**src/sv/dmwbc_pkg.sv**
```systemverilog
// ----------------------------------------------------------------------------
// dmwbc_pkg
// Shared types and constants of the direct-mapped write-back cache model.
// ----------------------------------------------------------------------------
package dmwbc_pkg;

    localparam int ADDR_FIELD_BITS = 32;
    localparam int ADDR_WIDE_BITS  = 64;
    localparam int OFFSET_BITS     = 4;
    localparam int PENALTY_BITS    = 8;
    localparam int CYCLES_BITS     = 9;
    localparam int BYTES_BITS      = 5;
    localparam int ACCESS_CNT_BITS = 32;
    localparam int MISS_CNT_BITS   = 32;
    localparam int CYCLE_SUM_BITS  = 48;

    localparam logic [PENALTY_BITS-1:0] PENALTY_RESET = 8'd80;
    localparam logic [BYTES_BITS-1:0]   BLOCK_BYTES   = 5'd16;
    localparam logic [CYCLES_BITS-1:0]  HIT_CYCLES    = 9'd1;

    typedef enum logic [1:0] {
        OUTCOME_HIT        = 2'd0,
        OUTCOME_CLEAN_MISS = 2'd1,
        OUTCOME_DIRTY_MISS = 2'd2
    } outcome_t;

    typedef struct packed {
        logic clear_en;
        logic capture_en;
        logic resolve_en;
    } ctrl_cmd_t;

    typedef struct packed {
        logic clear_last;
    } ctrl_status_t;

endpackage

```
**src/sv/dmwbc_if.sv**
```systemverilog
// ----------------------------------------------------------------------------
// dmwbc_if
// Request and response channels of the cache, valid/ready per beat.
// ----------------------------------------------------------------------------
interface dmwbc_req_if;

    logic        valid;
    logic        ready;
    logic        kind;
    logic [31:0] address;

    modport source (output valid, output kind, output address, input ready);
    modport sink   (input valid, input kind, input address, output ready);

endinterface

interface dmwbc_resp_if #(
    parameter int INDEX_BITS = 6,
    parameter int TAG_BITS   = 22
);

    logic                  valid;
    logic                  ready;
    logic [1:0]            outcome;
    logic [INDEX_BITS-1:0] line_index;
    logic [TAG_BITS-1:0]   new_tag;
    logic                  old_valid;
    logic [TAG_BITS-1:0]   old_tag;
    logic                  old_dirty;
    logic [8:0]            access_cycles;
    logic [4:0]            bytes_fetched;
    logic [4:0]            bytes_written_back;
    logic [31:0]           total_accesses;
    logic [31:0]           total_misses;
    logic [47:0]           total_cycles;

    modport source (
        output valid, output outcome, output line_index, output new_tag,
        output old_valid, output old_tag, output old_dirty, output access_cycles,
        output bytes_fetched, output bytes_written_back, output total_accesses,
        output total_misses, output total_cycles, input ready
    );
    modport sink (
        input valid, input outcome, input line_index, input new_tag,
        input old_valid, input old_tag, input old_dirty, input access_cycles,
        input bytes_fetched, input bytes_written_back, input total_accesses,
        input total_misses, input total_cycles, output ready
    );

endinterface

```
**src/sv/dmwbc_ctrl.sv**
```systemverilog
// ----------------------------------------------------------------------------
// dmwbc_ctrl
// Sequencer: tag RAM clearing pass, lookup, resolve and output handshake.
// ----------------------------------------------------------------------------
module dmwbc_ctrl (
    input  logic                    clk,
    input  logic                    rst_n,
    input  logic                    in_valid,
    output logic                    in_ready,
    output logic                    out_valid,
    input  logic                    out_ready,
    output dmwbc_pkg::ctrl_cmd_t    cmd,
    input  dmwbc_pkg::ctrl_status_t status
);
    import dmwbc_pkg::*;

    typedef enum logic [1:0] {
        ST_CLEAR,
        ST_IDLE,
        ST_RESOLVE
    } state_t;

    state_t state_reg;
    state_t state_next;
    logic   out_valid_reg;
    logic   out_valid_next;
    logic   load;

    assign in_ready  = (state_reg == ST_IDLE);
    assign out_valid = out_valid_reg;
    assign load      = (state_reg == ST_RESOLVE) && (!out_valid_reg || out_ready);

    always_comb
    begin
        state_next     = state_reg;
        out_valid_next = out_valid_reg;
        cmd            = '0;
        if (out_valid_reg && out_ready)
        begin
            out_valid_next = 1'b0;
        end
        case (state_reg)
            ST_CLEAR:
            begin
                cmd.clear_en = 1'b1;
                if (status.clear_last)
                begin
                    state_next = ST_IDLE;
                end
            end
            ST_IDLE:
            begin
                if (in_valid)
                begin
                    cmd.capture_en = 1'b1;
                    state_next     = ST_RESOLVE;
                end
            end
            ST_RESOLVE:
            begin
                if (load)
                begin
                    cmd.resolve_en = 1'b1;
                    out_valid_next = 1'b1;
                    state_next     = ST_IDLE;
                end
            end
            default:
            begin
                state_next = ST_CLEAR;
            end
        endcase
    end

    always_ff @(posedge clk or negedge rst_n)
    begin
        if (!rst_n)
        begin
            state_reg     <= ST_CLEAR;
            out_valid_reg <= 1'b0;
        end
        else
        begin
            state_reg     <= state_next;
            out_valid_reg <= out_valid_next;
        end
    end

endmodule

```
**src/sv/dmwbc_datapath.sv**
```systemverilog
// ----------------------------------------------------------------------------
// dmwbc_datapath
// Tag RAM, hit/miss resolve, cycle charge, saturating totals, result register.
// ----------------------------------------------------------------------------
module dmwbc_datapath #(
    parameter int INDEX_BITS   = 6,
    parameter int ADDRESS_BITS = 32,
    parameter int TAG_BITS     = ADDRESS_BITS - dmwbc_pkg::OFFSET_BITS - INDEX_BITS
) (
    input  logic                                    clk,
    input  logic                                    rst_n,
    input  dmwbc_pkg::ctrl_cmd_t                    cmd,
    output dmwbc_pkg::ctrl_status_t                 status,
    input  logic                                    cfg_wr_en,
    input  logic [dmwbc_pkg::PENALTY_BITS-1:0]      cfg_wr_data,
    input  logic                                    kind,
    input  logic [dmwbc_pkg::ADDR_FIELD_BITS-1:0]   address,
    output logic [1:0]                              outcome,
    output logic [INDEX_BITS-1:0]                   line_index,
    output logic [TAG_BITS-1:0]                     new_tag,
    output logic                                    old_valid,
    output logic [TAG_BITS-1:0]                     old_tag,
    output logic                                    old_dirty,
    output logic [dmwbc_pkg::CYCLES_BITS-1:0]       access_cycles,
    output logic [dmwbc_pkg::BYTES_BITS-1:0]        bytes_fetched,
    output logic [dmwbc_pkg::BYTES_BITS-1:0]        bytes_written_back,
    output logic [dmwbc_pkg::ACCESS_CNT_BITS-1:0]   total_accesses,
    output logic [dmwbc_pkg::MISS_CNT_BITS-1:0]     total_misses,
    output logic [dmwbc_pkg::CYCLE_SUM_BITS-1:0]    total_cycles
);
    import dmwbc_pkg::*;

    localparam int LINES     = 1 << INDEX_BITS;
    localparam int LINE_BITS = TAG_BITS + 2;
    localparam int VALID_BIT = TAG_BITS + 1;
    localparam int DIRTY_BIT = TAG_BITS;

    logic [LINE_BITS-1:0]       line_mem [LINES];
    logic [LINE_BITS-1:0]       line_rd_reg;
    logic [LINE_BITS-1:0]       line_wr;
    logic [INDEX_BITS-1:0]      clr_idx_reg;

    logic [ADDR_WIDE_BITS-1:0]  addr_wide;
    logic [ADDRESS_BITS-1:0]    addr_m;
    logic [INDEX_BITS-1:0]      req_idx;
    logic [TAG_BITS-1:0]        req_tag;

    logic                       kind_reg;
    logic [INDEX_BITS-1:0]      idx_reg;
    logic [TAG_BITS-1:0]        tag_reg;

    logic [PENALTY_BITS-1:0]    penalty_reg;
    logic [ACCESS_CNT_BITS-1:0] acc_cnt_reg;
    logic [ACCESS_CNT_BITS-1:0] acc_cnt_next;
    logic [MISS_CNT_BITS-1:0]   miss_cnt_reg;
    logic [MISS_CNT_BITS-1:0]   miss_cnt_next;
    logic [CYCLE_SUM_BITS-1:0]  cyc_sum_reg;
    logic [CYCLE_SUM_BITS-1:0]  cyc_sum_next;
    logic [CYCLE_SUM_BITS:0]    cyc_sum_wide;

    logic                       rd_valid;
    logic                       rd_dirty;
    logic [TAG_BITS-1:0]        rd_tag;
    logic                       hit;
    logic                       dirty_miss;
    outcome_t                   res_outcome;
    logic [CYCLES_BITS-1:0]     res_cycles;

    outcome_t                   outcome_reg;
    logic [INDEX_BITS-1:0]      line_index_reg;
    logic [TAG_BITS-1:0]        new_tag_reg;
    logic                       old_valid_reg;
    logic [TAG_BITS-1:0]        old_tag_reg;
    logic                       old_dirty_reg;
    logic [CYCLES_BITS-1:0]     cycles_reg;

    assign addr_wide = {{(ADDR_WIDE_BITS-ADDR_FIELD_BITS){1'b0}}, address};
    assign addr_m    = addr_wide[ADDRESS_BITS-1:0];
    assign req_idx   = addr_m[OFFSET_BITS +: INDEX_BITS];
    assign req_tag   = addr_m[ADDRESS_BITS-1:OFFSET_BITS+INDEX_BITS];

    assign status.clear_last = (clr_idx_reg == {INDEX_BITS{1'b1}});

    assign rd_valid   = line_rd_reg[VALID_BIT];
    assign rd_dirty   = line_rd_reg[DIRTY_BIT];
    assign rd_tag     = line_rd_reg[TAG_BITS-1:0];
    assign hit        = rd_valid && (rd_tag == tag_reg);
    assign dirty_miss = !hit && rd_valid && rd_dirty;

    always_comb
    begin
        if (hit)
        begin
            res_outcome = OUTCOME_HIT;
            res_cycles  = HIT_CYCLES;
        end
        else if (dirty_miss)
        begin
            res_outcome = OUTCOME_DIRTY_MISS;
            res_cycles  = {penalty_reg, 1'b1};
        end
        else
        begin
            res_outcome = OUTCOME_CLEAN_MISS;
            res_cycles  = {1'b0, penalty_reg} + HIT_CYCLES;
        end
    end

    assign line_wr = {1'b1, (hit ? (rd_dirty | kind_reg) : kind_reg), tag_reg};

    assign acc_cnt_next  = (&acc_cnt_reg) ? acc_cnt_reg : acc_cnt_reg + 1'b1;
    assign miss_cnt_next = (hit || (&miss_cnt_reg)) ? miss_cnt_reg : miss_cnt_reg + 1'b1;
    assign cyc_sum_wide  = {1'b0, cyc_sum_reg}
                         + {{(CYCLE_SUM_BITS+1-CYCLES_BITS){1'b0}}, res_cycles};
    assign cyc_sum_next  = cyc_sum_wide[CYCLE_SUM_BITS] ? {CYCLE_SUM_BITS{1'b1}}
                                                        : cyc_sum_wide[CYCLE_SUM_BITS-1:0];

    always_ff @(posedge clk)
    begin
        if (cmd.clear_en)
        begin
            line_mem[clr_idx_reg] <= '0;
        end
        else if (cmd.resolve_en)
        begin
            line_mem[idx_reg] <= line_wr;
        end
        if (cmd.capture_en)
        begin
            line_rd_reg <= line_mem[req_idx];
        end
    end

    always_ff @(posedge clk)
    begin
        if (cmd.capture_en)
        begin
            kind_reg <= kind;
            idx_reg  <= req_idx;
            tag_reg  <= req_tag;
        end
        if (cmd.resolve_en)
        begin
            outcome_reg    <= res_outcome;
            line_index_reg <= idx_reg;
            new_tag_reg    <= tag_reg;
            old_valid_reg  <= rd_valid;
            old_tag_reg    <= rd_tag;
            old_dirty_reg  <= rd_dirty;
            cycles_reg     <= res_cycles;
        end
    end

    always_ff @(posedge clk or negedge rst_n)
    begin
        if (!rst_n)
        begin
            clr_idx_reg  <= '0;
            penalty_reg  <= PENALTY_RESET;
            acc_cnt_reg  <= '0;
            miss_cnt_reg <= '0;
            cyc_sum_reg  <= '0;
        end
        else
        begin
            if (cmd.clear_en)
            begin
                clr_idx_reg <= clr_idx_reg + 1'b1;
            end
            if (cfg_wr_en)
            begin
                penalty_reg <= cfg_wr_data;
            end
            if (cmd.resolve_en)
            begin
                acc_cnt_reg  <= acc_cnt_next;
                miss_cnt_reg <= miss_cnt_next;
                cyc_sum_reg  <= cyc_sum_next;
            end
        end
    end

    assign outcome            = outcome_reg;
    assign line_index         = line_index_reg;
    assign new_tag            = new_tag_reg;
    assign old_valid          = old_valid_reg;
    assign old_tag            = old_tag_reg;
    assign old_dirty          = old_dirty_reg;
    assign access_cycles      = cycles_reg;
    assign bytes_fetched      = (outcome_reg == OUTCOME_HIT) ? '0 : BLOCK_BYTES;
    assign bytes_written_back = (outcome_reg == OUTCOME_DIRTY_MISS) ? BLOCK_BYTES : '0;
    assign total_accesses     = acc_cnt_reg;
    assign total_misses       = miss_cnt_reg;
    assign total_cycles       = cyc_sum_reg;

endmodule

```
**src/sv/direct_mapped_writeback_cache.sv**
```systemverilog
// A request beat is accepted and its line is read from the tag RAM in that cycle;
// the result beat becomes valid when the access resolves, which waits while the
// previous result beat is still unaccepted. A new request is accepted only after
// the previous access has read and then written back its line in the single-ported tag RAM.
// Reset: counters clear and miss_penalty returns to 80; the tag RAM is then cleared
// one line per cycle over all 2**INDEX_BITS lines, with no request accepted meanwhile.
// ----------------------------------------------------------------------------
// direct_mapped_writeback_cache
// Direct-mapped write-back cache tag model with cycle and traffic accounting.
// ----------------------------------------------------------------------------
module direct_mapped_writeback_cache #(
    parameter int INDEX_BITS   = 6,
    parameter int ADDRESS_BITS = 32
) (
    input  logic                               clk,
    input  logic                               rst_n,
    input  logic                               cfg_wr_en,
    input  logic [dmwbc_pkg::PENALTY_BITS-1:0] cfg_wr_data,
    dmwbc_req_if.sink                          req,
    dmwbc_resp_if.source                       resp
);
    import dmwbc_pkg::*;

    localparam int TAG_BITS = ADDRESS_BITS - OFFSET_BITS - INDEX_BITS;

    ctrl_cmd_t    cmd;
    ctrl_status_t status;

    dmwbc_ctrl u_ctrl (
        .clk       (clk),
        .rst_n     (rst_n),
        .in_valid  (req.valid),
        .in_ready  (req.ready),
        .out_valid (resp.valid),
        .out_ready (resp.ready),
        .cmd       (cmd),
        .status    (status)
    );

    dmwbc_datapath #(
        .INDEX_BITS   (INDEX_BITS),
        .ADDRESS_BITS (ADDRESS_BITS),
        .TAG_BITS     (TAG_BITS)
    ) u_datapath (
        .clk                (clk),
        .rst_n              (rst_n),
        .cmd                (cmd),
        .status             (status),
        .cfg_wr_en          (cfg_wr_en),
        .cfg_wr_data        (cfg_wr_data),
        .kind               (req.kind),
        .address            (req.address),
        .outcome            (resp.outcome),
        .line_index         (resp.line_index),
        .new_tag            (resp.new_tag),
        .old_valid          (resp.old_valid),
        .old_tag            (resp.old_tag),
        .old_dirty          (resp.old_dirty),
        .access_cycles      (resp.access_cycles),
        .bytes_fetched      (resp.bytes_fetched),
        .bytes_written_back (resp.bytes_written_back),
        .total_accesses     (resp.total_accesses),
        .total_misses       (resp.total_misses),
        .total_cycles       (resp.total_cycles)
    );

endmodule

```
**src/flat_wrapper.sv**
```systemverilog
// flat-port wrapper written by rule: the top's interface ports become plain ports
module direct_mapped_writeback_cache_flat import dmwbc_pkg::*;
#(
    parameter int INDEX_BITS   = 6,
    parameter int ADDRESS_BITS = 32
)
  (clk, rst_n, cfg_wr_en, cfg_wr_data, req_valid, req_kind, req_address, req_ready, resp_valid, resp_outcome, resp_line_index, resp_new_tag, resp_old_valid, resp_old_tag, resp_old_dirty, resp_access_cycles, resp_bytes_fetched, resp_bytes_written_back, resp_total_accesses, resp_total_misses, resp_total_cycles, resp_ready);
  dmwbc_req_if req_i ();
  dmwbc_resp_if #(.INDEX_BITS(INDEX_BITS), .TAG_BITS((ADDR_FIELD_BITS - OFFSET_BITS - (6)))) resp_i ();
  input  logic clk;
  input  logic rst_n;
  input  logic cfg_wr_en;
  input  logic [dmwbc_pkg::PENALTY_BITS-1:0] cfg_wr_data;
  input wire logic [$bits(req_i.valid)-1:0] req_valid;
  input wire logic [$bits(req_i.kind)-1:0] req_kind;
  input wire logic [$bits(req_i.address)-1:0] req_address;
  output wire logic [$bits(req_i.ready)-1:0] req_ready;
  output wire logic [$bits(resp_i.valid)-1:0] resp_valid;
  output wire logic [$bits(resp_i.outcome)-1:0] resp_outcome;
  output wire logic [$bits(resp_i.line_index)-1:0] resp_line_index;
  output wire logic [$bits(resp_i.new_tag)-1:0] resp_new_tag;
  output wire logic [$bits(resp_i.old_valid)-1:0] resp_old_valid;
  output wire logic [$bits(resp_i.old_tag)-1:0] resp_old_tag;
  output wire logic [$bits(resp_i.old_dirty)-1:0] resp_old_dirty;
  output wire logic [$bits(resp_i.access_cycles)-1:0] resp_access_cycles;
  output wire logic [$bits(resp_i.bytes_fetched)-1:0] resp_bytes_fetched;
  output wire logic [$bits(resp_i.bytes_written_back)-1:0] resp_bytes_written_back;
  output wire logic [$bits(resp_i.total_accesses)-1:0] resp_total_accesses;
  output wire logic [$bits(resp_i.total_misses)-1:0] resp_total_misses;
  output wire logic [$bits(resp_i.total_cycles)-1:0] resp_total_cycles;
  input wire logic [$bits(resp_i.ready)-1:0] resp_ready;
  assign req_i.valid = req_valid;
  assign req_i.kind = req_kind;
  assign req_i.address = req_address;
  assign req_ready = req_i.ready;
  assign resp_valid = resp_i.valid;
  assign resp_outcome = resp_i.outcome;
  assign resp_line_index = resp_i.line_index;
  assign resp_new_tag = resp_i.new_tag;
  assign resp_old_valid = resp_i.old_valid;
  assign resp_old_tag = resp_i.old_tag;
  assign resp_old_dirty = resp_i.old_dirty;
  assign resp_access_cycles = resp_i.access_cycles;
  assign resp_bytes_fetched = resp_i.bytes_fetched;
  assign resp_bytes_written_back = resp_i.bytes_written_back;
  assign resp_total_accesses = resp_i.total_accesses;
  assign resp_total_misses = resp_i.total_misses;
  assign resp_total_cycles = resp_i.total_cycles;
  assign resp_i.ready = resp_ready;
  direct_mapped_writeback_cache #(.INDEX_BITS(INDEX_BITS), .ADDRESS_BITS(ADDRESS_BITS)) u_core (.clk(clk), .rst_n(rst_n), .cfg_wr_en(cfg_wr_en), .cfg_wr_data(cfg_wr_data), .req(req_i), .resp(resp_i));
endmodule
```
**config.mk**
```make
export PLATFORM = sky130hd
export DESIGN_NAME = direct_mapped_writeback_cache_flat
export DESIGN_NICKNAME = d
export VERILOG_FILES = /design/src/sv/dmwbc_pkg.sv /design/src/sv/dmwbc_if.sv /design/src/sv/dmwbc_ctrl.sv /design/src/sv/dmwbc_datapath.sv /design/src/sv/direct_mapped_writeback_cache.sv /design/src/flat_wrapper.sv
export SDC_FILE = /design/constraint.sdc
export NUM_CORES = 2
export LEC_CHECK = 0
export BUFFER_PORTS_ARGS = -buffer_cell sky130_fd_sc_hd__buf_2
export CORE_ASPECT_RATIO = 1.1
export CORE_MARGIN = 3
export CORE_UTILIZATION = 65
export CTS_BUF_LIST = sky130_fd_sc_hd__clkbuf_4 sky130_fd_sc_hd__clkbuf_8
export CTS_CLUSTER_DIAMETER = 200
export DETAILED_ROUTE_END_ITERATION = 12
export PLACE_DENSITY = 0.83
export SLEW_MARGIN = 25
export SYNTH_ARGS = -nofsm -noshare
export SYNTH_HDL_FRONTEND = slang
export SYNTH_SLANG_ARGS = --single-unit
```
**constraint.sdc**
```tcl
create_clock -name clk -period 7.3 [get_ports clk]
set_input_delay 1.095 -clock clk [delete_from_list [all_inputs] [get_ports clk]]
set_output_delay 1.095 -clock clk [all_outputs]
set_load 0.01 [all_outputs]
```
==> results.cfg <==
[finish]
fin_nets = 3833
regMostFlops = u_core.u_datapath.line_mem
largest_register_ffs = 1536
postLayoutCoreUtil = 0.739
drive_above_1_share = 0.320
areaGrowthSynthToFinish_pct = 12.1

[critical_path]
crit_arrival_ps = 5520
critPathBufInv = 1
rr_startpoint = u_core.u_datapath.tag_reg[16]
cp_top_family = compound AO/OA/AOI/OAI gates
critPathSlowestCell = o41ai_4
cpPeakStageDelay_ps = 940
reg2regPathDepth = 14
reg2reg_slack_ps = 2570
cp_data_required_time_ps = 8090
worstPathCellList = xnor2_1 > nand4_1 > nor4_1 > buf_4 > nand2_1 > a21bo_2 > a32o_1 > ha_1 > a21oi_1 > nand2_1 > o41ai_4 > a21oi_2 > a21o_2 > a21bo_2
crit_start = u_core.u_datapath.tag_reg[16]
worst_setup_path_start_kind = flop
r2r-end = u_core.u_datapath.total_cycles[13]
cp-end-kind = flop
worst-setup-path-type = flop to flop
crit_fanout = 13

[synthesis]
syn_area_um2 = 68800
yosysWarnings = 0
yosysUniqueCellTypes = 72
yosysTopAreaCell = edfxtp_1
yosysMostFrequentCell = edfxtp_1
synth_edf_count = 1652
synth_cells = 3332
yosys-top-cells-count = edfxtp_1, mux4_2, nand2_1, dfrtp_1, a22oi_1
synth_seq_cells = 1781
synth.area.top_cells = edfxtp_1, mux4_2, dfrtp_1
ys_seq_area_frac = 0.768
synth_top_area_frac = 0.721
synth_ff_type = edfxtp_1
async_flop_share = 0.0724
postSynthAreaPerCell_um2 = 20.7

[grt]
grt_pass1_vias = 36200
grt_pass1_wl_um = 238000
grt_max_degree = 144
track_usage = 0.299
antenna_found_initial = 5
grt-ovfl-total = 0

[timing]
period_minus_slack_ps = 4730
finalMaxSlewViolations = 0
fin_tns_setup_ps = 0
slew-limit-headroom = 0.299
finalSetupViolations = 0
clock.fmax_ghz = 0.211
fin_skew_ps = 65.9
worstMarginPinSlew_ps = 1050
hold_viol_final = 0
rsz0062_at_grt = false
fin_crit_sh = 0.648

[power_and_ir_drop]
p_total_w = 0.0193
powerDensity_nw_per_um2 = 250
p_leak_nw = 21.7
peakVddDrop_mv = 0.153

[clocking]
path_clk_slew_ps = 70
clock_sinks = 1781
cts_tree = yes
cts.path.max_buffers = 4
htreeDepth = 5
cts_made_buffers = 277
cts_hold_buf = 0
insertion_delay_ps = 920
cts-root-buf = clkbuf_8
cts_resized = 0
post-cts-setup-buffers = 0

[die]
dieArea_um2 = 110000
die_h_um = 347
io-pin-count = 233
coreArea_um2 = 104000
initial_core_util = 0.659
die_x_um = 316
rows = 124

[routing]
wire_per_inst_um = 30.4
num_vias = 36500
drt_pass1_iterations = 5
drc = 0
ant_nets = 0
vias_per_cell = 6.85
finalWirelength_um = 162000
drt_iter0_drc = 5527

[job]
maxCapViolCount = 0

[placement]
place.gp.congestion = 0.895
hpwlAfterDp_um = 93200
port_buffers = 220

[min_path]
holdCritPathClass = input port to asynchronous set/reset pin

[status]
outcome = completed
## cell usage in the layout, fill, tap and decap left out, types with 13 or more instances in the layout
cell	count
a221oi_1	50
nand2_1	153
nand4_1	41
dfrtp_1	127
mux2_2	17
a22oi_1	120
and2_2	15
nor2_1	38
a21oi_1	27
edfxtp_1	1652
inv_1	16
buf_4	95
mux4_2	384
nor3_1	30
xor2_1	18
o221ai_1	24
clkbuf_4	85
xnor2_1	92
buf_2	217
clkinv_1	43
clkbuf_8	282
nand3_1	56
clkinv_2	19
nor2_2	63
a22o_1	49
ha_1	13
## kinds of logic (layout without fill, tap and decap cells)
logic type	Yosys count	in the layout	share of synthesized area
buffers and inverters	189	789	0.0117
and+or+nand+nor	497	497	0.0360
DFF	1781	1781	0.768
muxes	406	406	0.129
other	1	12	0.0000545
xor gates and xnor gates	110	110	0.0140
adders and majority gates	14	14	0.00265
AOI/OAI and AO/OA	334	334	0.0386
## worst max path at each step
stage	end	slack, ps	cells after the start
floorplan	u_core.u_datapath.line_mem[0][19]	2080	7
global placement	u_core.u_datapath.total_cycles[13]	2650	14
detailed placement	u_core.u_datapath.total_cycles[13]	2550	14
CTS	u_core.u_datapath.total_cycles[13]	2580	14
global route	u_core.u_datapath.total_cycles[13]	2390	14
finish	u_core.u_datapath.total_cycles[13]	2570	14
## final cells by class
cell class / instances / area [µm²]
clock inverter: 78 / 453
sequential: 1781 / 52800
tap: 1386 / 1730
antenna: 4 / 10.0
clock buffer: 367 / 4520
fill: 5275 / 27300
inverter: 18 / 71.3
timing repair buffer: 326 / 2060
multi-input combinational: 1369 / 15500
## power by group
group	switching [W]	internal, W
Clock	0.00360	0.00410
Sequential	0.00000810	0.0110
Combinational	0.000367	0.000203
## routing by layer
metal | routed length [µm] | share of wire | GRT usage
met1 | 57400 | 0.35 | 0.423
met2 | 77700 | 0.48 | 0.461
met4 | 6490 | 0.040 | 0.125
met3 | 20200 | 0.12 | 0.0680
met5 | 13 | 0.000080 | 0
## metrics by stage
| step | cell area [µm²] | std cells | hold slack (ps) | worst slack (ps) |
|---|---|---|---|---|
| 6_report | 77100 | 5329 | 254 | 2570 |
| 3_5_place_dp | 72200 | 4880 | 457 | 2550 |
| 5_1_grt | 77100 | 5326 | 262 | 2390 |
| 2_1_floorplan | 68800 | 3339 | 447 | 2080 |
| 3_3_place_gp | 72100 | 4880 | 452 | 2650 |
| 4_1_cts | 77100 | 5325 | 182 | 2580 |
Note: power is estimated with default switching activity, not from simulation.
